===== config.mk =====
export PLATFORM = sky130hd
export DESIGN_NAME = bpc_corr
export DESIGN_NICKNAME = d
export VERILOG_FILES = /design/src/rtl/bpc_pkg.sv /design/src/rtl/bpc_corr.sv
export SDC_FILE = /design/constraint.sdc
export NUM_CORES = 2
export LEC_CHECK = 0
export ABC_AREA = 1
export BUFFER_PORTS_ARGS = -buffer_cell sky130_fd_sc_hd__clkbuf_2
export CORE_ASPECT_RATIO = 1.75
export CORE_MARGIN = 5
export CORE_UTILIZATION = 67
export CTS_BUF_LIST = sky130_fd_sc_hd__clkbuf_8
export DETAILED_ROUTE_END_ITERATION = 8
export GPL_TIMING_DRIVEN = 0
export MAX_ROUTING_LAYER = met4
export PLACE_DENSITY_LB_ADDON = 0.25
export SYNTH_ARGS = -nofsm -noshare
export SYNTH_HDL_FRONTEND = slang
export SYNTH_SLANG_ARGS = --single-unit

===== constraint.sdc =====
create_clock -name clk -period 5.8 [get_ports clk]
set_input_delay 0.58 -clock clk [delete_from_list [all_inputs] [get_ports clk]]
set_output_delay 0.58 -clock clk [all_outputs]
set_load 0.03 [all_outputs]

===== src/rtl/bpc_pkg.sv =====
// Shared types and constants for the pressure compensation core
`default_nettype none

package bpc_pkg;

    // Register indexes (byte address / 4)
    localparam logic [2:0] REG_AC1_AC2 = 3'd0;
    localparam logic [2:0] REG_AC3_AC4 = 3'd1;
    localparam logic [2:0] REG_AC5_AC6 = 3'd2;
    localparam logic [2:0] REG_B1_B2   = 3'd3;
    localparam logic [2:0] REG_MC_MD   = 3'd4;
    localparam logic [2:0] REG_OSS     = 3'd5;

    // Formula constants
    localparam logic signed [29:0] B6_OFFSET = 30'sd4000;
    localparam logic signed [63:0] B4_BIAS   = 64'sd32768;
    localparam logic [15:0]        B7_SCALE  = 16'd50000;
    localparam logic [11:0]        C_SQ      = 12'd3038;
    localparam logic signed [14:0] C_LIN     = -15'sd7357;
    localparam logic signed [63:0] C_OFF     = 64'sd3791;

    // Temperature divider: 27-bit dividend, 18-bit divisor
    localparam int D1_N   = 27;
    localparam int D1_W   = 18;
    localparam int D1_BPS = 3;
    localparam int D1_STG = D1_N / D1_BPS;

    // Pressure divider: 32-bit dividend, 17-bit divisor
    localparam int D2_N   = 32;
    localparam int D2_W   = 17;
    localparam int D2_BPS = 4;
    localparam int D2_STG = D2_N / D2_BPS;

    // Unpacked calibration set
    typedef struct packed {
        logic signed [15:0] ac1;
        logic signed [15:0] ac2;
        logic signed [15:0] ac3;
        logic [15:0]        ac4;
        logic [15:0]        ac5;
        logic [15:0]        ac6;
        logic signed [15:0] b1;
        logic signed [15:0] b2;
        logic signed [15:0] mc;
        logic signed [15:0] md;
        logic [1:0]         oss;
    } cfg_t;

    // Temperature section result
    typedef struct packed {
        logic signed [28:0] b5;
        logic signed [15:0] t;
        logic               err;
        logic [18:0]        up;
    } tmp_t;

    // Divider operands for pressure
    typedef struct packed {
        logic [31:0]        b7;
        logic [16:0]        b4;
        logic signed [15:0] t;
        logic               err;
    } pdin_t;

    // Raw pressure quotient
    typedef struct packed {
        logic [31:0]        p;
        logic signed [15:0] t;
        logic               err;
    } praw_t;

    // Final result beat
    typedef struct packed {
        logic signed [15:0] t;
        logic [17:0]        pa;
        logic               err;
    } res_t;

endpackage

`default_nettype wire


===== src/rtl/bpc_corr.sv =====
// Pressure correction polynomial, saturation and output register
`default_nettype none

module bpc_corr (
    input  logic           clk,
    input  logic           rst_n,
    input  logic           en,
    input  logic           in_vld,
    input  bpc_pkg::praw_t in_data,
    output logic           out_vld,
    output bpc_pkg::res_t  out_data
);

    logic               c1_vld_reg;
    logic [47:0]        c1_sq_reg;
    logic signed [47:0] c1_lin_reg;
    logic [31:0]        c1_p_reg;
    logic signed [15:0] c1_t_reg;
    logic               c1_err_reg;

    logic               c2_vld_reg;
    logic [43:0]        c2_x1_reg;
    logic signed [31:0] c2_x2_reg;
    logic [31:0]        c2_p_reg;
    logic signed [15:0] c2_t_reg;
    logic               c2_err_reg;

    logic               c3_vld_reg;
    bpc_pkg::res_t      c3_out_reg;
    bpc_pkg::res_t      c3_out_next;

    logic [59:0]        p_sq;

    // Stage 2: (p>>8)^2 * 3038 >> 16
    assign p_sq = c1_sq_reg * bpc_pkg::C_SQ;

    // Stage 3: p + (X1 + X2 + 3791) >> 4, clamp, error forces zero
    always_comb
    begin
        logic signed [63:0] corr;
        logic signed [63:0] pp;
        corr = ($signed({20'b0, c2_x1_reg}) + 64'(c2_x2_reg) + bpc_pkg::C_OFF) >>> 4;
        pp   = $signed({32'b0, c2_p_reg}) + corr;
        c3_out_next.err = c2_err_reg;
        if (c2_err_reg)
        begin
            c3_out_next.t  = '0;
            c3_out_next.pa = '0;
        end
        else
        begin
            c3_out_next.t = c2_t_reg;
            if (pp > 64'sd262143)
            begin
                c3_out_next.pa = '1;
            end
            else if (pp < 64'sd0)
            begin
                c3_out_next.pa = '0;
            end
            else
            begin
                c3_out_next.pa = pp[17:0];
            end
        end
    end

    // Valid bits
    always_ff @(posedge clk or negedge rst_n)
    begin
        if (!rst_n)
        begin
            c1_vld_reg <= 1'b0;
            c2_vld_reg <= 1'b0;
            c3_vld_reg <= 1'b0;
        end
        else if (en)
        begin
            c1_vld_reg <= in_vld;
            c2_vld_reg <= c1_vld_reg;
            c3_vld_reg <= c2_vld_reg;
        end
    end

    // Payload
    always_ff @(posedge clk)
    begin
        if (en)
        begin
            c1_sq_reg  <= in_data.p[31:8] * in_data.p[31:8];
            c1_lin_reg <= $signed({1'b0, in_data.p}) * bpc_pkg::C_LIN;
            c1_p_reg   <= in_data.p;
            c1_t_reg   <= in_data.t;
            c1_err_reg <= in_data.err;
            c2_x1_reg  <= p_sq[59:16];
            c2_x2_reg  <= c1_lin_reg[47:16];
            c2_p_reg   <= c1_p_reg;
            c2_t_reg   <= c1_t_reg;
            c2_err_reg <= c1_err_reg;
            c3_out_reg <= c3_out_next;
        end
    end

    assign out_vld  = c3_vld_reg;
    assign out_data = c3_out_reg;

endmodule

`default_nettype wire


==> impl_metrics.ini <==
[status]
run_status = complete, but fails checks
violations = negative setup slack

[critical_path]
regToRegSetupSlack_ps = 0
r2r-end = c2_x1_reg[42]
crit_start = in_data[42]
crit_family = adder cells
critPathMostFrequentCell = fa_1
cp-end-kind = register
r2r-start = c1_sq_reg[34]
cp.required_ps = 6170
critPathMaxStageDelay_ps = 590
cp_max_fo = 9
path_class = input pin to register
cp_slowest_cell = fa_1
r2r_cells = 18
crit_buf_inv = 11
arrival_ps = 7140
start_kind = input pin

[global_route]
grt_pass1_wl_um = 234000
grt_busiest_layer = met2
grt_antenna_before_repair = 3
gr-usage-met2 = 0.700
met3_usage = 0.0543
grt_pass1_vias = 44200
grt_util_met1 = 0.357
grt_max_degree = 123
gr-total-overflow = 0
grt_use_total = 0.388

[routing]
ant_nets = 0
drt_wl_total_um = 156000
drc = 0
drtPass1Iterations = 9
num_vias = 40100
drt_iter0_drc = 2760
viasPerCell = 5.66
wl_per_cell_um = 21.9

[sta]
max_freq_ghz = 0.148
setup_viol = 29
hold_viol_final = 0
final_max_slew_viol_count = 0
grt_setup_unrepaired = yes
tightest_slew_ps = 722
skew_ps = 32.3
fin_crit_ps = 6770
final.setup.worst_slack_ps = -968
slew_headroom = 0.519
fin_crit_sh = 1.17

[yosys]
ys_types = 53
synth_ff_type = edfxtp_1
yosysSeqAreaShare = 0.170
yosys-top-cells-area = fa_1 33%, edfxtp_1 17%, ha_1 17%, inv_1 12%, nand2_1 7.0%
synth_compound_gate_area_share = 0.0553
synth_simple_gate_area_share = 0.122
synth_area_mm2 = 0.0508
yosysTopAreaCell = fa_1
synth_cells = 5626
synth_top_family_by_area = adder cells
muxShareOfSynthArea = 0.000222
ys_warn_count = 0
synth_xor_area_frac = 0.0293
syn_area_per_cell_um2 = 9.02
ys_seq_elements = 288
synth_top_cell_area_share = 0.333
synth_fa_ha_area_frac = 0.502
synth_edf_count = 285
synthArstFlopShare = 0.0104

[layout]
drive_above_1_share = 0.151
fin_nets = 7623
area_delta_synth_final_pct = 16.4
nFillCells = 4985
largest_reg_flops = 47

[clocking]
cts.path.max_buffers = 3
clk_latency_ps = 610
clock_sinks = 288
path_clk_slew_ps = 80
cts_tree = yes
cts_buffers = 40
h-tree-depth = 2
cts_root_buf = clkbuf_8

[run]
cap_violations = 0

[placed_design]
gp_congestion = 1.07
hpwlAfterDp_um = 121000
post-place-ws_ps = -2660
numPortBuffers = 88

[floorplanning]
start_util = 0.675
chipWidth_um = 218
die_area_mm2 = 0.0816
ios = 89
fp.dieH_um = 374
fp-row-count = 133
core_mm2 = 0.0752

[hold_path]
worstHoldEndpoint = c1_t_reg[9]
min_path_cells = 1
min_from = in_data[10]
min_path_type = input pin to register
## area by class of cell
class	count	area, um^2	area share
clock inverters	31	300	0.00508
plain buffers	52	1180	0.0199
inverters	1581	5940	0.100
multi-input cells	3707	37800	0.640
repair buffers	372	3400	0.0575
diodes	4	10.0	0.000169
clock buffers	40	551	0.00932
flip-flops and latches	288	8630	0.146
well taps	1012	1270	0.0214
## cell usage in the layout (no fill, tap or decap), types with 24 or more instances in the layout
cell       instances
clkbuf_16         60
o21ai_0           87
fa_1             819
inv_1           1532
nand4_1           24
nand2_2           99
edfxtp_1         285
ha_4              25
xnor2_1           63
clkbuf_2          63
clkbuf_8          47
fa_2              26
nand2_4           26
ha_1             652
nand2_1          856
a21oi_1          210
a31oi_1           26
buf_4            241
inv_2             52
a21oi_2           37
nor2_1           293
xor2_1            88
nand3_1           91
buf_12            26
## synth_stat cells (3+ instances only)
master    number
inv_1       1563
nand2_1      953
fa_1         845
ha_1         683
nor2_1       312
edfxtp_1     285
a21oi_1      262
o21ai_0      114
xor2_1       100
nand3_1       95
xnor2_1       70
clkbuf_1      48
a31oi_1       37
nand2_2       28
nand4_1       24
o21a_1        19
inv_2         18
or2_2         18
o21bai_1      17
nor3_1        16
a21o_1        13
o211ai_1      12
nor2_2        11
nand3_2        9
o31ai_1        9
nor4_1         7
nor2_4         6
and2_1         5
nor3_2         5
o221ai_1       5
a211oi_1       4
a21boi_0       3
and3_1         3
dfrtp_1        3
nand3b_1       3
## repair_timing
| action | 4_1_cts | 5_1_grt |
|---|---|---|
| resized for setup | 325 | 182 |
| pin swaps | 117 | 95 |
| endpoints found under the hold margin | 3 | 0 |
| buffers inserted | 153 | 129 |
| cloned | 3 | 0 |
| setup endpoints to repair | 52 | 69 |
| hold buffers | 1 | 0 |
## per-stage QoR
step                instances  hold WS [ps]  TNS [ps]  area [um^2]   util
floorplan                5628           284     -4910        51600      -
global placement         6728           378   -133600        53300  0.709
detailed placement       6730           383    -69830        53400  0.710
CTS                      6957           123     -7640        57400  0.763
global route             7086           148    -16900        59100  0.786
finish                   7087           166    -13470        59100  0.786
## layer usage
metal  up-vias  wire length (um)
li1      18000                 -
met1     19600             46900
met2      1683             82200
met3       897              9000
met4         0             17500
met5         -                 0
## worst max-delay path by stage
stage                          endpoint  slack [ps]  cells after the start
after global routing      c1_sq_reg[46]       -1030                     27
after detailed placement  c1_sq_reg[46]       -2660                     23
after CTS                 c1_sq_reg[46]        -610                     26
after floorplan           c1_sq_reg[46]        -580                     24
after global placement    c1_sq_reg[46]       -2590                     25
final                     c1_sq_reg[42]        -970                     28
## kinds of logic (layout without fill, tap and decap cells)
family | count (synthesis) | count (layout)
buffers and inverters | 1633 | 2076
adder cells (fa/ha/maj) | 1528 | 1528
AND/OR/NAND/NOR | 1501 | 1501
AO/OA/AOI/OAI | 504 | 504
flip-flops | 288 | 288
XOR/XNOR | 170 | 170
other | 1 | 7
multiplexers | 1 | 1
Power is not shown: default switching activity piles up to over one toggle a cycle in this logic, so the estimate is an artifact.
