### src/rtl/bpc_pkg.sv
// Shared types and constants for the pressure compensation core
`default_nettype none

package bpc_pkg;

    // Register indexes (byte address / 4)
    localparam logic [2:0] REG_AC1_AC2 = 3'd0;
    localparam logic [2:0] REG_AC3_AC4 = 3'd1;
    localparam logic [2:0] REG_AC5_AC6 = 3'd2;
    localparam logic [2:0] REG_B1_B2   = 3'd3;
    localparam logic [2:0] REG_MC_MD   = 3'd4;
    localparam logic [2:0] REG_OSS     = 3'd5;

    // Formula constants
    localparam logic signed [29:0] B6_OFFSET = 30'sd4000;
    localparam logic signed [63:0] B4_BIAS   = 64'sd32768;
    localparam logic [15:0]        B7_SCALE  = 16'd50000;
    localparam logic [11:0]        C_SQ      = 12'd3038;
    localparam logic signed [14:0] C_LIN     = -15'sd7357;
    localparam logic signed [63:0] C_OFF     = 64'sd3791;

    // Temperature divider: 27-bit dividend, 18-bit divisor
    localparam int D1_N   = 27;
    localparam int D1_W   = 18;
    localparam int D1_BPS = 3;
    localparam int D1_STG = D1_N / D1_BPS;

    // Pressure divider: 32-bit dividend, 17-bit divisor
    localparam int D2_N   = 32;
    localparam int D2_W   = 17;
    localparam int D2_BPS = 4;
    localparam int D2_STG = D2_N / D2_BPS;

    // Unpacked calibration set
    typedef struct packed {
        logic signed [15:0] ac1;
        logic signed [15:0] ac2;
        logic signed [15:0] ac3;
        logic [15:0]        ac4;
        logic [15:0]        ac5;
        logic [15:0]        ac6;
        logic signed [15:0] b1;
        logic signed [15:0] b2;
        logic signed [15:0] mc;
        logic signed [15:0] md;
        logic [1:0]         oss;
    } cfg_t;

    // Temperature section result
    typedef struct packed {
        logic signed [28:0] b5;
        logic signed [15:0] t;
        logic               err;
        logic [18:0]        up;
    } tmp_t;

    // Divider operands for pressure
    typedef struct packed {
        logic [31:0]        b7;
        logic [16:0]        b4;
        logic signed [15:0] t;
        logic               err;
    } pdin_t;

    // Raw pressure quotient
    typedef struct packed {
        logic [31:0]        p;
        logic signed [15:0] t;
        logic               err;
    } praw_t;

    // Final result beat
    typedef struct packed {
        logic signed [15:0] t;
        logic [17:0]        pa;
        logic               err;
    } res_t;

endpackage

`default_nettype wire

### src/rtl/bpc_pdiv.sv
// Pressure divider: pipelined unsigned B7 / B4 with the top-bit split
`default_nettype none

module bpc_pdiv (
    input  logic           clk,
    input  logic           rst_n,
    input  logic           en,
    input  logic           in_vld,
    input  bpc_pkg::pdin_t in_data,
    output logic           out_vld,
    output bpc_pkg::praw_t out_data
);

    typedef struct packed {
        logic signed [15:0] t;
        logic               err;
        logic               big;
    } side_t;

    logic                     vld_reg  [0:bpc_pkg::D2_STG];
    logic [bpc_pkg::D2_W-1:0] rem_reg  [0:bpc_pkg::D2_STG];
    logic [bpc_pkg::D2_N-1:0] nq_reg   [0:bpc_pkg::D2_STG];
    logic [bpc_pkg::D2_W-1:0] den_reg  [0:bpc_pkg::D2_STG];
    side_t                    side_reg [0:bpc_pkg::D2_STG];
    logic [bpc_pkg::D2_W-1:0] rem_next [1:bpc_pkg::D2_STG];
    logic [bpc_pkg::D2_N-1:0] nq_next  [1:bpc_pkg::D2_STG];

    logic                     out_vld_reg;
    bpc_pkg::praw_t           out_reg;
    logic [31:0]              q_fin;

    // Restoring divide, D2_BPS quotient bits per stage
    always_comb
    begin
        logic [bpc_pkg::D2_W-1:0] r;
        logic [bpc_pkg::D2_N-1:0] q;
        logic [bpc_pkg::D2_W:0]   tmp;
        for (int s = 1; s <= bpc_pkg::D2_STG; s++)
        begin
            r = rem_reg[s-1];
            q = nq_reg[s-1];
            for (int i = 0; i < bpc_pkg::D2_BPS; i++)
            begin
                tmp = {r, q[bpc_pkg::D2_N-1]};
                q   = {q[bpc_pkg::D2_N-2:0], 1'b0};
                if (tmp >= {1'b0, den_reg[s-1]})
                begin
                    tmp  = tmp - {1'b0, den_reg[s-1]};
                    q[0] = 1'b1;
                end
                r = tmp[bpc_pkg::D2_W-1:0];
            end
            rem_next[s] = r;
            nq_next[s]  = q;
        end
    end

    // Large B7 divides first and doubles after, wrapping to 32 bits
    assign q_fin = side_reg[bpc_pkg::D2_STG].big ?
                   {nq_reg[bpc_pkg::D2_STG][30:0], 1'b0} : nq_reg[bpc_pkg::D2_STG];

    // Valid bits
    always_ff @(posedge clk or negedge rst_n)
    begin
        if (!rst_n)
        begin
            out_vld_reg <= 1'b0;
            for (int s = 0; s <= bpc_pkg::D2_STG; s++)
            begin
                vld_reg[s] <= 1'b0;
            end
        end
        else if (en)
        begin
            vld_reg[0] <= in_vld;
            for (int s = 1; s <= bpc_pkg::D2_STG; s++)
            begin
                vld_reg[s] <= vld_reg[s-1];
            end
            out_vld_reg <= vld_reg[bpc_pkg::D2_STG];
        end
    end

    // Payload
    always_ff @(posedge clk)
    begin
        if (en)
        begin
            rem_reg[0]      <= '0;
            nq_reg[0]       <= in_data.b7[31] ? in_data.b7 : {in_data.b7[30:0], 1'b0};
            den_reg[0]      <= in_data.b4;
            side_reg[0].t   <= in_data.t;
            side_reg[0].err <= in_data.err;
            side_reg[0].big <= in_data.b7[31];
            for (int s = 1; s <= bpc_pkg::D2_STG; s++)
            begin
                rem_reg[s]  <= rem_next[s];
                nq_reg[s]   <= nq_next[s];
                den_reg[s]  <= den_reg[s-1];
                side_reg[s] <= side_reg[s-1];
            end
            out_reg.p   <= q_fin;
            out_reg.t   <= side_reg[bpc_pkg::D2_STG].t;
            out_reg.err <= side_reg[bpc_pkg::D2_STG].err;
        end
    end

    assign out_vld  = out_vld_reg;
    assign out_data = out_reg;

endmodule

`default_nettype wire

### config.mk
export PLATFORM = sky130hd
export DESIGN_NAME = bpc_pdiv
export DESIGN_NICKNAME = d
export VERILOG_FILES = /design/src/rtl/bpc_pkg.sv /design/src/rtl/bpc_pdiv.sv
export SDC_FILE = /design/constraint.sdc
export NUM_CORES = 2
export LEC_CHECK = 0
export ABC_AREA = 1
export BUFFER_PORTS_ARGS = -buffer_cell sky130_fd_sc_hd__buf_2
export CELL_PAD_IN_SITES_DETAIL_PLACEMENT = 1
export CELL_PAD_IN_SITES_GLOBAL_PLACEMENT = 1
export CORE_ASPECT_RATIO = 0.75
export CORE_MARGIN = 4
export CORE_UTILIZATION = 50
export DETAILED_ROUTE_END_ITERATION = 8
export PLACE_DENSITY = 0.87
export SLEW_MARGIN = 20
export SYNTH_ARGS = -nofsm -noshare
export SYNTH_HDL_FRONTEND = slang
export SYNTH_SLANG_ARGS = --single-unit
### constraint.sdc
create_clock -name clk -period 10.9 [get_ports clk]
set_clock_uncertainty 0.1 [all_clocks]
set_input_delay 0 -clock clk [delete_from_list [all_inputs] [get_ports clk]]
set_output_delay 0 -clock clk [all_outputs]
set_load 0.03 [all_outputs]
==> metrics.cfg <==
[run_status]
status=complete, no violations

[routing]
wl_um=183000
wl_met2_um=76300
met3_length_um=16900
dr.max_layer_used=met4
vias=48800
viasPerCell=5.78
first_pass_iters=6
met1_length_um=84900
route.detailed.drc=0
drtIter0Drc=4977
wire_per_inst_um=21.7
ant_nets=0

[final_layout]
fill_cells=13400
layout_common_cells=nand2_1 (1984), edfxtp_1 (754), inv_1 (728)
largest_register_ffs=288
final_area_sq_um=62300
drive_above_1_share=0.0678
fin_nets=7550
area_growth_pct=11.2
final_common_cell=nand2_1

[timing]
rsz0062_at_grt=false
setup_violations=0
min_period_ps=10350
fmax_ghz=0.0967
tns_ps=0
slew_viol_final=0
slew_headroom=0.302
min_period_over_period=0.949
fin_hold_ws_ps=50.0
hold_viol_final=0
worstMarginPinSlew_ps=1050

[synth]
synth_edf_count=754
ys_seq_area_frac=0.409
syn_inst=6655
synth-main-ff-cell=edfxtp_1
async_flop_share=0.0131
synth.cell_area_sq_um=56000
synth_top_area_share=0.404
yosysTopAreaCell=edfxtp_1
ys_warn_count=0
synthTopCellsByArea=edfxtp_1 (40%), nand2_1 (13%), ha_1 (12%)
mappedNetlistNets=7284
synth_cell_types=62
ys_ff_latch=764
syn_avg_cell_area_sq_um=8.41

[cts]
root_buffer=clkbuf_16
clock_latency_ps=720
cts_tree=done
cts.sinks=764
clkTransAtPathRegs_ps=70
cts_buffers=82
h-tree-depth=3
cts_buffer_depth=3
cts_setup_buffers=0

[global_route]
grt_max_degree=186
gr-total-overflow=0
antenna_found_initial=12
grt_pass1_vias=49700
grt_pass1_wl_um=285000
grt_use_total=0.307

[min_path]
holdCritPathClass=in -> reg

[placement]
gp_congestion=0.959
placed_area_sq_um=57900
dpl.hpwl_um=141000
portBuffers=119

[setup_path]
critPathArrivalTime_ps=10810
path_common_cell=nand2_1
crit_buf_inv=2
crit_path_start_kind=flop
slowest_stage=edfxtp_1
crit_fanout=17
crit_required_ps=11360
critPathTopFamily=simple AND/OR/NAND/NOR gates
crit_type=reg -> reg
setup.worst_path.end_class=flop
max_stage_delay_ps=650

[die]
start_util=0.503
die_h_um=298
dieArea_sq_um=117000
io_pins=120
die_w_um=394
core_sq_um=111000
rows=106

[job]
maxCapViolCount=0

worst paths after layout:
check                          startpoint         endpoint  slack, ps  depth (start not counted)
max                        den_reg[0][68]   rem_reg[0][92]        550                         49
min                           in_data[61]    nq_reg[0][27]         50                          4
max reg2reg                den_reg[0][68]   rem_reg[0][92]        550                         49
min reg2reg                side_reg[0][1]  side_reg[0][19]        310                          0
max in group asynchronous           rst_n       vld_reg[2]      10170                          3
min in group asynchronous           rst_n       vld_reg[6]        220                          3
worst register-to-register path: cells and delay by family (launching register included):
kind                     cells  cell delay [ps]
AO/OA/AOI/OAI                8             2330
adder cells (fa/ha/maj)      5             1990
buffers and inverters        2              170
XOR/XNOR                     1              130
flip-flops                   1              650
AND/OR/NAND/NOR             33             4860
what timing repair did:
item | CTS | global route
resized for setup | 0 | 16
setup endpoints to repair | 0 | 56
endpoints found under the hold margin | 182 | 0
hold buffers | 144 | 0
through the flow:
stage	worst slack, ps	std cells	utilization
5_1_grt	32.2	8446	0.559
6_report	555	8449	0.559
3_5_place_dp	757	8149	0.520
3_3_place_gp	1030	8149	0.520
4_1_cts	642	8444	0.559
2_1_floorplan	3310	6655	-
synthesized netlist by cell type (5+ instances only):
| master | instances |
|---|---|
| a211oi_1 | 5 |
| a21boi_0 | 14 |
| a21o_1 | 47 |
| a21oi_1 | 499 |
| a21oi_2 | 5 |
| a31oi_1 | 29 |
| and2_1 | 6 |
| buf_2 | 37 |
| buf_4 | 11 |
| buf_6 | 29 |
| clkbuf_1 | 16 |
| dfrtp_1 | 10 |
| edfxtp_1 | 754 |
| fa_1 | 30 |
| ha_1 | 529 |
| inv_1 | 730 |
| inv_2 | 31 |
| nand2_1 | 1985 |
| nand2_2 | 41 |
| nand2_4 | 11 |
| nand3_1 | 268 |
| nand3_2 | 19 |
| nand3_4 | 10 |
| nand3b_1 | 18 |
| nand4_1 | 36 |
| nor2_1 | 355 |
| nor2_2 | 10 |
| nor2_4 | 13 |
| nor3_1 | 59 |
| nor4_1 | 18 |
| o2111ai_1 | 8 |
| o211ai_1 | 13 |
| o21a_1 | 27 |
| o21ai_0 | 369 |
| o21ai_1 | 69 |
| o21ai_2 | 27 |
| o21bai_1 | 37 |
| o31ai_1 | 13 |
| or2_2 | 25 |
| xnor2_1 | 189 |
| xor2_1 | 216 |
cell type report:
class | instances | area (sq um) | share of cell area
well taps | 1458 | 1820 | 0.0293
clock buffers | 91 | 2110 | 0.0338
diodes | 3 | 7.51 | 0.000121
repair inverters | 1 | 7.51 | 0.000121
flip-flops and latches | 764 | 22900 | 0.368
multi-input cells | 5031 | 29600 | 0.475
inverters | 765 | 2880 | 0.0463
clock inverters | 60 | 795 | 0.0128
repair buffers | 276 | 2170 | 0.0349
cell families (layout without fill, tap and decap cells):
kind of cell               Yosys count  after routing  share of synthesized area
other                                0              3                          0
DFF                                764            764                      0.409
buffers and inverters              861           1193                     0.0635
adders and majority gates          559            559                      0.129
muxes                                1              1                   0.000201
AOI/OAI and AO/OA                 1177           1177                      0.117
and+or+nand+nor                   2888           2889                      0.219
xor gates and xnor gates           405            405                     0.0634
per-layer routing:
layer | up-vias | GRT usage
met5 | - | 0
met2 | 1746 | 0.451
met1 | 23800 | 0.453
met4 | 0 | 0.0817
li1 | 23000 | -
met3 | 321 | 0.0745
Power is left out: the tool's default activity adds up to more than one toggle a clock period on the data nets, which glitch-free logic cannot reach.
