==> src/rtl/bpc_pkg.sv <==
// Shared types and constants for the pressure compensation core
`default_nettype none

package bpc_pkg;

    // Register indexes (byte address / 4)
    localparam logic [2:0] REG_AC1_AC2 = 3'd0;
    localparam logic [2:0] REG_AC3_AC4 = 3'd1;
    localparam logic [2:0] REG_AC5_AC6 = 3'd2;
    localparam logic [2:0] REG_B1_B2   = 3'd3;
    localparam logic [2:0] REG_MC_MD   = 3'd4;
    localparam logic [2:0] REG_OSS     = 3'd5;

    // Formula constants
    localparam logic signed [29:0] B6_OFFSET = 30'sd4000;
    localparam logic signed [63:0] B4_BIAS   = 64'sd32768;
    localparam logic [15:0]        B7_SCALE  = 16'd50000;
    localparam logic [11:0]        C_SQ      = 12'd3038;
    localparam logic signed [14:0] C_LIN     = -15'sd7357;
    localparam logic signed [63:0] C_OFF     = 64'sd3791;

    // Temperature divider: 27-bit dividend, 18-bit divisor
    localparam int D1_N   = 27;
    localparam int D1_W   = 18;
    localparam int D1_BPS = 3;
    localparam int D1_STG = D1_N / D1_BPS;

    // Pressure divider: 32-bit dividend, 17-bit divisor
    localparam int D2_N   = 32;
    localparam int D2_W   = 17;
    localparam int D2_BPS = 4;
    localparam int D2_STG = D2_N / D2_BPS;

    // Unpacked calibration set
    typedef struct packed {
        logic signed [15:0] ac1;
        logic signed [15:0] ac2;
        logic signed [15:0] ac3;
        logic [15:0]        ac4;
        logic [15:0]        ac5;
        logic [15:0]        ac6;
        logic signed [15:0] b1;
        logic signed [15:0] b2;
        logic signed [15:0] mc;
        logic signed [15:0] md;
        logic [1:0]         oss;
    } cfg_t;

    // Temperature section result
    typedef struct packed {
        logic signed [28:0] b5;
        logic signed [15:0] t;
        logic               err;
        logic [18:0]        up;
    } tmp_t;

    // Divider operands for pressure
    typedef struct packed {
        logic [31:0]        b7;
        logic [16:0]        b4;
        logic signed [15:0] t;
        logic               err;
    } pdin_t;

    // Raw pressure quotient
    typedef struct packed {
        logic [31:0]        p;
        logic signed [15:0] t;
        logic               err;
    } praw_t;

    // Final result beat
    typedef struct packed {
        logic signed [15:0] t;
        logic [17:0]        pa;
        logic               err;
    } res_t;

endpackage

`default_nettype wire

==> src/rtl/bpc_temp.sv <==
// Temperature section: X1, pipelined signed divide for X2, B5 and tenths
`default_nettype none

module bpc_temp (
    input  logic               clk,
    input  logic               rst_n,
    input  logic               en,
    input  logic               in_vld,
    input  logic [15:0]        raw_temp,
    input  logic [18:0]        raw_pressure,
    input  bpc_pkg::cfg_t      cfg,
    output logic               out_vld,
    output bpc_pkg::tmp_t      out_data
);

    typedef struct packed {
        logic signed [19:0] x1;
        logic               neg;
        logic               zero;
        logic [18:0]        up;
    } side_t;

    // Stage 1: (UT - AC6) * AC5
    logic                s1_vld_reg;
    logic signed [34:0]  s1_prod_reg;
    logic [18:0]         s1_up_reg;
    logic signed [17:0]  diff;
    logic signed [34:0]  prod_next;

    // Stage 2: X1 and divisor
    logic                s2_vld_reg;
    logic signed [19:0]  s2_x1_reg;
    logic signed [20:0]  s2_den_reg;
    logic [18:0]         s2_up_reg;
    logic signed [19:0]  x1_next;
    logic signed [20:0]  den_next;

    // Divider pipe, entry 0 is the operand setup
    logic                 dv_vld_reg  [0:bpc_pkg::D1_STG];
    logic [bpc_pkg::D1_W-1:0] dv_rem_reg [0:bpc_pkg::D1_STG];
    logic [bpc_pkg::D1_N-1:0] dv_nq_reg  [0:bpc_pkg::D1_STG];
    logic [bpc_pkg::D1_W-1:0] dv_den_reg [0:bpc_pkg::D1_STG];
    side_t                dv_side_reg [0:bpc_pkg::D1_STG];
    logic [bpc_pkg::D1_W-1:0] dv_rem_next [1:bpc_pkg::D1_STG];
    logic [bpc_pkg::D1_N-1:0] dv_nq_next  [1:bpc_pkg::D1_STG];

    logic signed [16:0]  mcw;
    logic signed [16:0]  mcm;
    logic signed [20:0]  denw;
    side_t               side0_next;

    // Output stage
    logic                out_vld_reg;
    bpc_pkg::tmp_t       out_reg;
    bpc_pkg::tmp_t       out_next;

    // Stage 1 math
    always_comb
    begin
        diff      = $signed({2'b00, raw_temp}) - $signed({2'b00, cfg.ac6});
        prod_next = diff * $signed({1'b0, cfg.ac5});
    end

    // Stage 2 math: arithmetic shift by 15 is the upper bits
    always_comb
    begin
        x1_next  = s1_prod_reg[34:15];
        den_next = 21'(x1_next) + 21'(cfg.md);
    end

    // Divider setup: magnitudes and quotient sign
    always_comb
    begin
        mcw             = 17'(cfg.mc);
        mcm             = mcw[16] ? -mcw : mcw;
        denw            = s2_den_reg[20] ? -s2_den_reg : s2_den_reg;
        side0_next.x1   = s2_x1_reg;
        side0_next.neg  = cfg.mc[15] ^ s2_den_reg[20];
        side0_next.zero = (s2_den_reg == 21'sd0);
        side0_next.up   = s2_up_reg;
    end

    // Restoring divide, D1_BPS quotient bits per stage
    always_comb
    begin
        logic [bpc_pkg::D1_W-1:0] r;
        logic [bpc_pkg::D1_N-1:0] q;
        logic [bpc_pkg::D1_W:0]   tmp;
        for (int s = 1; s <= bpc_pkg::D1_STG; s++)
        begin
            r = dv_rem_reg[s-1];
            q = dv_nq_reg[s-1];
            for (int i = 0; i < bpc_pkg::D1_BPS; i++)
            begin
                tmp = {r, q[bpc_pkg::D1_N-1]};
                q   = {q[bpc_pkg::D1_N-2:0], 1'b0};
                if (tmp >= {1'b0, dv_den_reg[s-1]})
                begin
                    tmp  = tmp - {1'b0, dv_den_reg[s-1]};
                    q[0] = 1'b1;
                end
                r = tmp[bpc_pkg::D1_W-1:0];
            end
            dv_rem_next[s] = r;
            dv_nq_next[s]  = q;
        end
    end

    // B5 = X1 + X2, T = (B5 + 8) >> 4, saturated
    always_comb
    begin
        logic signed [27:0] qs;
        logic signed [27:0] x2;
        logic signed [28:0] b5;
        logic signed [28:0] tq;
        qs = $signed({1'b0, dv_nq_reg[bpc_pkg::D1_STG]});
        x2 = dv_side_reg[bpc_pkg::D1_STG].neg ? -qs : qs;
        b5 = 29'(dv_side_reg[bpc_pkg::D1_STG].x1) + 29'(x2);
        tq = (b5 + 29'sd8) >>> 4;
        out_next.b5  = b5;
        out_next.err = dv_side_reg[bpc_pkg::D1_STG].zero;
        out_next.up  = dv_side_reg[bpc_pkg::D1_STG].up;
        if (tq > 29'sd32767)
        begin
            out_next.t = 16'sh7fff;
        end
        else if (tq < -29'sd32768)
        begin
            out_next.t = 16'sh8000;
        end
        else
        begin
            out_next.t = tq[15:0];
        end
    end

    // Valid bits
    always_ff @(posedge clk or negedge rst_n)
    begin
        if (!rst_n)
        begin
            s1_vld_reg  <= 1'b0;
            s2_vld_reg  <= 1'b0;
            out_vld_reg <= 1'b0;
            for (int s = 0; s <= bpc_pkg::D1_STG; s++)
            begin
                dv_vld_reg[s] <= 1'b0;
            end
        end
        else if (en)
        begin
            s1_vld_reg    <= in_vld;
            s2_vld_reg    <= s1_vld_reg;
            dv_vld_reg[0] <= s2_vld_reg;
            for (int s = 1; s <= bpc_pkg::D1_STG; s++)
            begin
                dv_vld_reg[s] <= dv_vld_reg[s-1];
            end
            out_vld_reg <= dv_vld_reg[bpc_pkg::D1_STG];
        end
    end

    // Payload
    always_ff @(posedge clk)
    begin
        if (en)
        begin
            s1_prod_reg    <= prod_next;
            s1_up_reg      <= raw_pressure;
            s2_x1_reg      <= x1_next;
            s2_den_reg     <= den_next;
            s2_up_reg      <= s1_up_reg;
            dv_rem_reg[0]  <= '0;
            dv_nq_reg[0]   <= {mcm[15:0], 11'b0};
            dv_den_reg[0]  <= denw[bpc_pkg::D1_W-1:0];
            dv_side_reg[0] <= side0_next;
            for (int s = 1; s <= bpc_pkg::D1_STG; s++)
            begin
                dv_rem_reg[s]  <= dv_rem_next[s];
                dv_nq_reg[s]   <= dv_nq_next[s];
                dv_den_reg[s]  <= dv_den_reg[s-1];
                dv_side_reg[s] <= dv_side_reg[s-1];
            end
            out_reg <= out_next;
        end
    end

    assign out_vld  = out_vld_reg;
    assign out_data = out_reg;

endmodule

`default_nettype wire

==> config.mk <==
export PLATFORM = sky130hd
export DESIGN_NAME = bpc_temp
export DESIGN_NICKNAME = d
export VERILOG_FILES = /design/src/rtl/bpc_pkg.sv /design/src/rtl/bpc_temp.sv
export SDC_FILE = /design/constraint.sdc
export NUM_CORES = 2
export LEC_CHECK = 0
export ABC_CLOCK_PERIOD_IN_PS = 21200
export BUFFER_PORTS_ARGS = -buffer_cell sky130_fd_sc_hd__buf_2
export CORE_ASPECT_RATIO = 0.75
export CORE_MARGIN = 2
export CORE_UTILIZATION = 40
export CTS_CLUSTER_DIAMETER = 120
export DETAILED_ROUTE_END_ITERATION = 10
export REMOVE_ABC_BUFFERS = 1
export SLEW_MARGIN = 5
export SYNTH_ARGS = -nofsm -noshare
export SYNTH_HDL_FRONTEND = slang
export SYNTH_SLANG_ARGS = --single-unit
==> constraint.sdc <==
create_clock -name clk -period 21.2 [get_ports clk]
set_clock_uncertainty 0.2 [all_clocks]
set_input_delay 4.24 -clock clk [delete_from_list [all_inputs] [get_ports clk]]
set_output_delay 4.24 -clock clk [all_outputs]
set_load 0.1 [all_outputs]
==> qor_table.md <==
| Result | This run | Unit |
| --- | --- | --- |
| Result of the run | finished clean | - |
| Maximum clock frequency | 0.07375 | GHz |
| Critical path start-end classification | input port to flip-flop | - |
| Number of flops mapped to enable cells by yosys | 1053 | - |
| Ys async rst share | 1.220 | % |
| Cell family with most CP delay | adder cells | - |
| Longest individual stage delay on the worst path | 0.93 | ns |
| Area enclosed by the die boundary | 0.1853 | mm2 |
| Height of the die | 373.3 | um |
| Instance area after placement | 0.07647 | mm2 |
| Inst Count DP | 9020 | - |
| Count of vias placed by the detailed router | 48.36k | - |
| Synthesis warning total | 0 | - |
| Fraction of the mapped netlist area in simple logic gates | 10.70 | % |
| Register-to-register path setup slack | 9.84 | ns |
| Max-slew headroom at the worst pin | 29.51 | % |
| Main area contributors after synthesis | sky130_fd_sc_hd__edfxtp_1 (43%), sky130_fd_sc_hd__ha_1 (11%), sky130_fd_sc_hd__fa_1 (8.2%), sky130_fd_sc_hd__xnor2_1 (4.0%), sky130_fd_sc_hd__inv_1 (3.9%) | - |
| Avg Vias per Cell | 5.248 | - |
| Area overhead of the layout relative to synthesis | 9.887 | % |
| Buffer count from post-CTS setup fixing | 0 | - |
| Largest driver fanout on the critical path | 24 | - |
| Die span in x | 496.3 | um |
| Most instantiated flip-flop cell in the synthesis netlist | sky130_fd_sc_hd__edfxtp_1 | - |
| Number of remaining DRC errors | 0 | - |
| Setup repair after global routing missed its margin | false | - |
| Total detailed-routing wirelength | 160500 | um |
| Leading area contributor after synthesis | sky130_fd_sc_hd__edfxtp_1 | - |
| Flip-flop count of the largest register, all copies and words added | 400 | - |
| Number of violations reported at the end of detailed-routing iteration 0 | 3733 | - |
| Min-delay src | dv_side_reg[5][19]$_DFFE_PP_ | - |
| Max-slew violation total from the final report | 0 | - |
| Post-detail-place hpwl | 124700 | um |
| Largest net degree at the start of global routing | 156 | - |
| Number of placement rows | 135 | - |
| Number of violations of the max-capacitance limit | 0 | - |
| Number of global-route vias before repair | 46.88k | - |
| Clock network latency to the later pin of the worst-skew pair | 0.75 | ns |
| Adder and majority cell fraction of the synthesized area | 18.81 | % |
| Fraction of layout cells with a size suffix above 1 | 9.696 | % |
| Clock-pin transition on the worst setup and hold timing paths | 0.07 | ns |
| Area of the core | 0.1806 | mm2 |
| Post-Syn Area | 0.07272 | mm2 |
| Htree depth | 3 | - |
| Cell with the most instances after synthesis | sky130_fd_sc_hd__edfxtp_1 | - |
| Number of library cell types mapped by synthesis | 96 | - |
| Number of antenna violations at the first check in global routing | 15 | - |
| Final hold violation count | 0 | - |
| Clock Root Buffer | sky130_fd_sc_hd__clkbuf_16 | - |
| Hold WS | 0.2088 | ns |
| Total Nets Final | 7847 | - |
| Most used cell, CP | sky130_fd_sc_hd__fa_1 | - |
| First-pass GRT wire length | 256800 | um |
| End of the worst register-to-register path | dv_rem_reg[5][9]$_DFFE_PP_ | - |
| Filler-free cell count of the finished design | 9214 | - |
| Final setup violation count | 0 | - |
| Syn Area/Cell | 11.13 | um2 |
| Post-route cell area | 0.07991 | mm2 |
| Buffer and inverter count on the worst path | 6 | - |
| Total I/O pin count | 267 | - |
| DRT Pass-1 Iters | 6 | - |
| GRT overflow | 0 | - |
| Critical Path Slowest Stage Cell | sky130_fd_sc_hd__fa_1 | - |
| Antenna Diode Count | 0 | - |
| Global router's overall resource usage | 17.22 | % |
| Hold Path Stages | 0 | - |
| Post-synthesis xor/xnor area fraction | 5.718 | % |
| Number of stages on the worst setup path | 35 | - |
| Final cycle utilization of the critical path | 63.96 | % |
| Multiplexer fraction of the synthesized cell area | 4.055 | % |
| Reg-to-reg critical path startpoint | dv_den_reg[4][1]$_DFFE_PP_ | - |
| I/O Buffers | 168 | - |
| Worst Reg-to-Reg Cells | 39 | - |
| Post-cts gate resize count | 0 | - |
| Required time of the critical path | 21.44 | ns |
| Combinational family with the most area after synthesis | adder cells | - |
| Setup TNS | 0 | ns |
| Initial core utilization | 40.27 | % |
| Worst EP arrival | 13.80 | ns |
| Post-synthesis sequential element count | 1066 | - |
| Maximum count of clock buffers along a single path | 3 | - |
| Type of the worst min-delay path | flip-flop to flip-flop | - |
| Area fraction in compound gates after synthesis | 12.21 | % |
| Final estimated routing congestion in global placement | 0.9190 | - |
| Clock buffers created by TritonCTS | 107 | - |
| Area share of the largest cell type after synthesis | 43.48 | % |
| Transition at the pin with the smallest max-transition slack | 1.048 | ns |
| Number of routed nets with antenna violations | 0 | - |
| Most instantiated cells after synthesis | sky130_fd_sc_hd__edfxtp_1 (1053), sky130_fd_sc_hd__inv_1 (751), sky130_fd_sc_hd__ha_1 (615) | - |
| Register area share after synthesis | 43.93 | % |
| TritonCTS clock tree | done | - |
| Time the worst path needs with I/O delays and setup | 13.56 | ns |
| Post-CTS Hold Buffers | 0 | - |
| Post-detailed-route wirelength per cell | 17.42 | um |
| Clock sink count | 1066 | - |
| Setup crit end kind | flip-flop | - |
| Worst Hold End | dv_side_reg[6][19]$_DFFE_PP_ | - |
| Type of element launching the critical path | input port | - |
| Post-Synthesis Cells | 6536 | - |
layout by cell type (no fill, tap or decap), types with 59 or more instances in the layout:
cell type | Yosys | layout
sky130_fd_sc_hd__inv_1 | 751 | 751
sky130_fd_sc_hd__mux2_2 | 229 | 229
sky130_fd_sc_hd__xnor2_1 | 329 | 327
sky130_fd_sc_hd__nor2_1 | 320 | 320
sky130_fd_sc_hd__edfxtp_1 | 1053 | 1053
sky130_fd_sc_hd__buf_2 | 12 | 167
sky130_fd_sc_hd__and2_1 | 143 | 143
sky130_fd_sc_hd__nor2b_1 | 92 | 92
sky130_fd_sc_hd__nand2b_1 | 59 | 59
sky130_fd_sc_hd__o21a_1 | 66 | 66
sky130_fd_sc_hd__nand4_1 | 83 | 83
sky130_fd_sc_hd__nand3_1 | 99 | 99
sky130_fd_sc_hd__xor2_1 | 142 | 142
sky130_fd_sc_hd__a21oi_1 | 328 | 327
sky130_fd_sc_hd__nor3_1 | 90 | 90
sky130_fd_sc_hd__fa_1 | 299 | 299
sky130_fd_sc_hd__a21o_1 | 202 | 202
sky130_fd_sc_hd__clkbuf_16 | 0 | 108
sky130_fd_sc_hd__ha_1 | 615 | 615
sky130_fd_sc_hd__nand2_1 | 484 | 484
sky130_fd_sc_hd__o21ai_0 | 304 | 304
layout make-up:
cell class,instances,area [um2]
Clock inverter,67,659.4
Sequential cell,1066,31950
Tap cell,2397,2999
Multi-Input combinational cell,4591,37500
Fill cell,16755,100700
Clock buffer,127,2774
Timing Repair Buffer,213,1201
Inverter,753,2826
through the flow:
step | util [%] | worst slack, ns
6_report | 44.25 | 7.641
4_1_cts | 44.25 | 7.606
2_1_floorplan | - | 8.350
3_3_place_gp | 42.35 | 6.906
3_5_place_dp | 42.35 | 6.817
5_1_grt | 44.25 | 6.875
kinds of logic after synthesis:
logic type	after synthesis
adders and majority gates	914
DFF	1066
xor gates and xnor gates	473
AOI/OAI and AO/OA	1357
and+or+nand+nor	1581
buffers and inverters	879
muxes	266
worst reg2reg max path: cells and delay by family (launching register included):
| kind | cells | cell delay [ns] |
|---|---|---|
| AO/OA/AOI/OAI | 23 | 5.89 |
| AND/OR/NAND/NOR | 7 | 2.02 |
| buffers and inverters | 5 | 0.98 |
| adder cells (fa/ha/maj) | 3 | 0.97 |
| flip-flops | 1 | 0.61 |
| multiplexers | 1 | 0.44 |
per-layer routing:
metal  track usage [%]  up-vias  routed length, um
li1                  -    23827                  -
met1             26.21    23220              80270
met2             25.59     1124              68010
met3             2.937      182               9256
met4             3.464        2               2951
met5                 0        -                  7
how the worst max path moves through the flow:
| stage | startpoint | endpoint | slack, ns |
|---|---|---|---|
| 2_1_floorplan | raw_temp[0] | s1_prod_reg[31]$_DFFE_PP_ | 8.35 |
| 3_3_place_gp | raw_temp[0] | s1_prod_reg[33]$_DFFE_PP_ | 6.91 |
| 3_5_place_dp | raw_temp[0] | s1_prod_reg[33]$_DFFE_PP_ | 6.82 |
| 4_1_cts | raw_temp[0] | s1_prod_reg[33]$_DFFE_PP_ | 7.61 |
| 5_1_grt | raw_temp[0] | s1_prod_reg[33]$_DFFE_PP_ | 6.87 |
| 6_report | raw_temp[0] | s1_prod_reg[33]$_DFFE_PP_ | 7.64 |
Power is not shown: default switching activity piles up to over one toggle a cycle in this logic, so the estimate is an artifact.
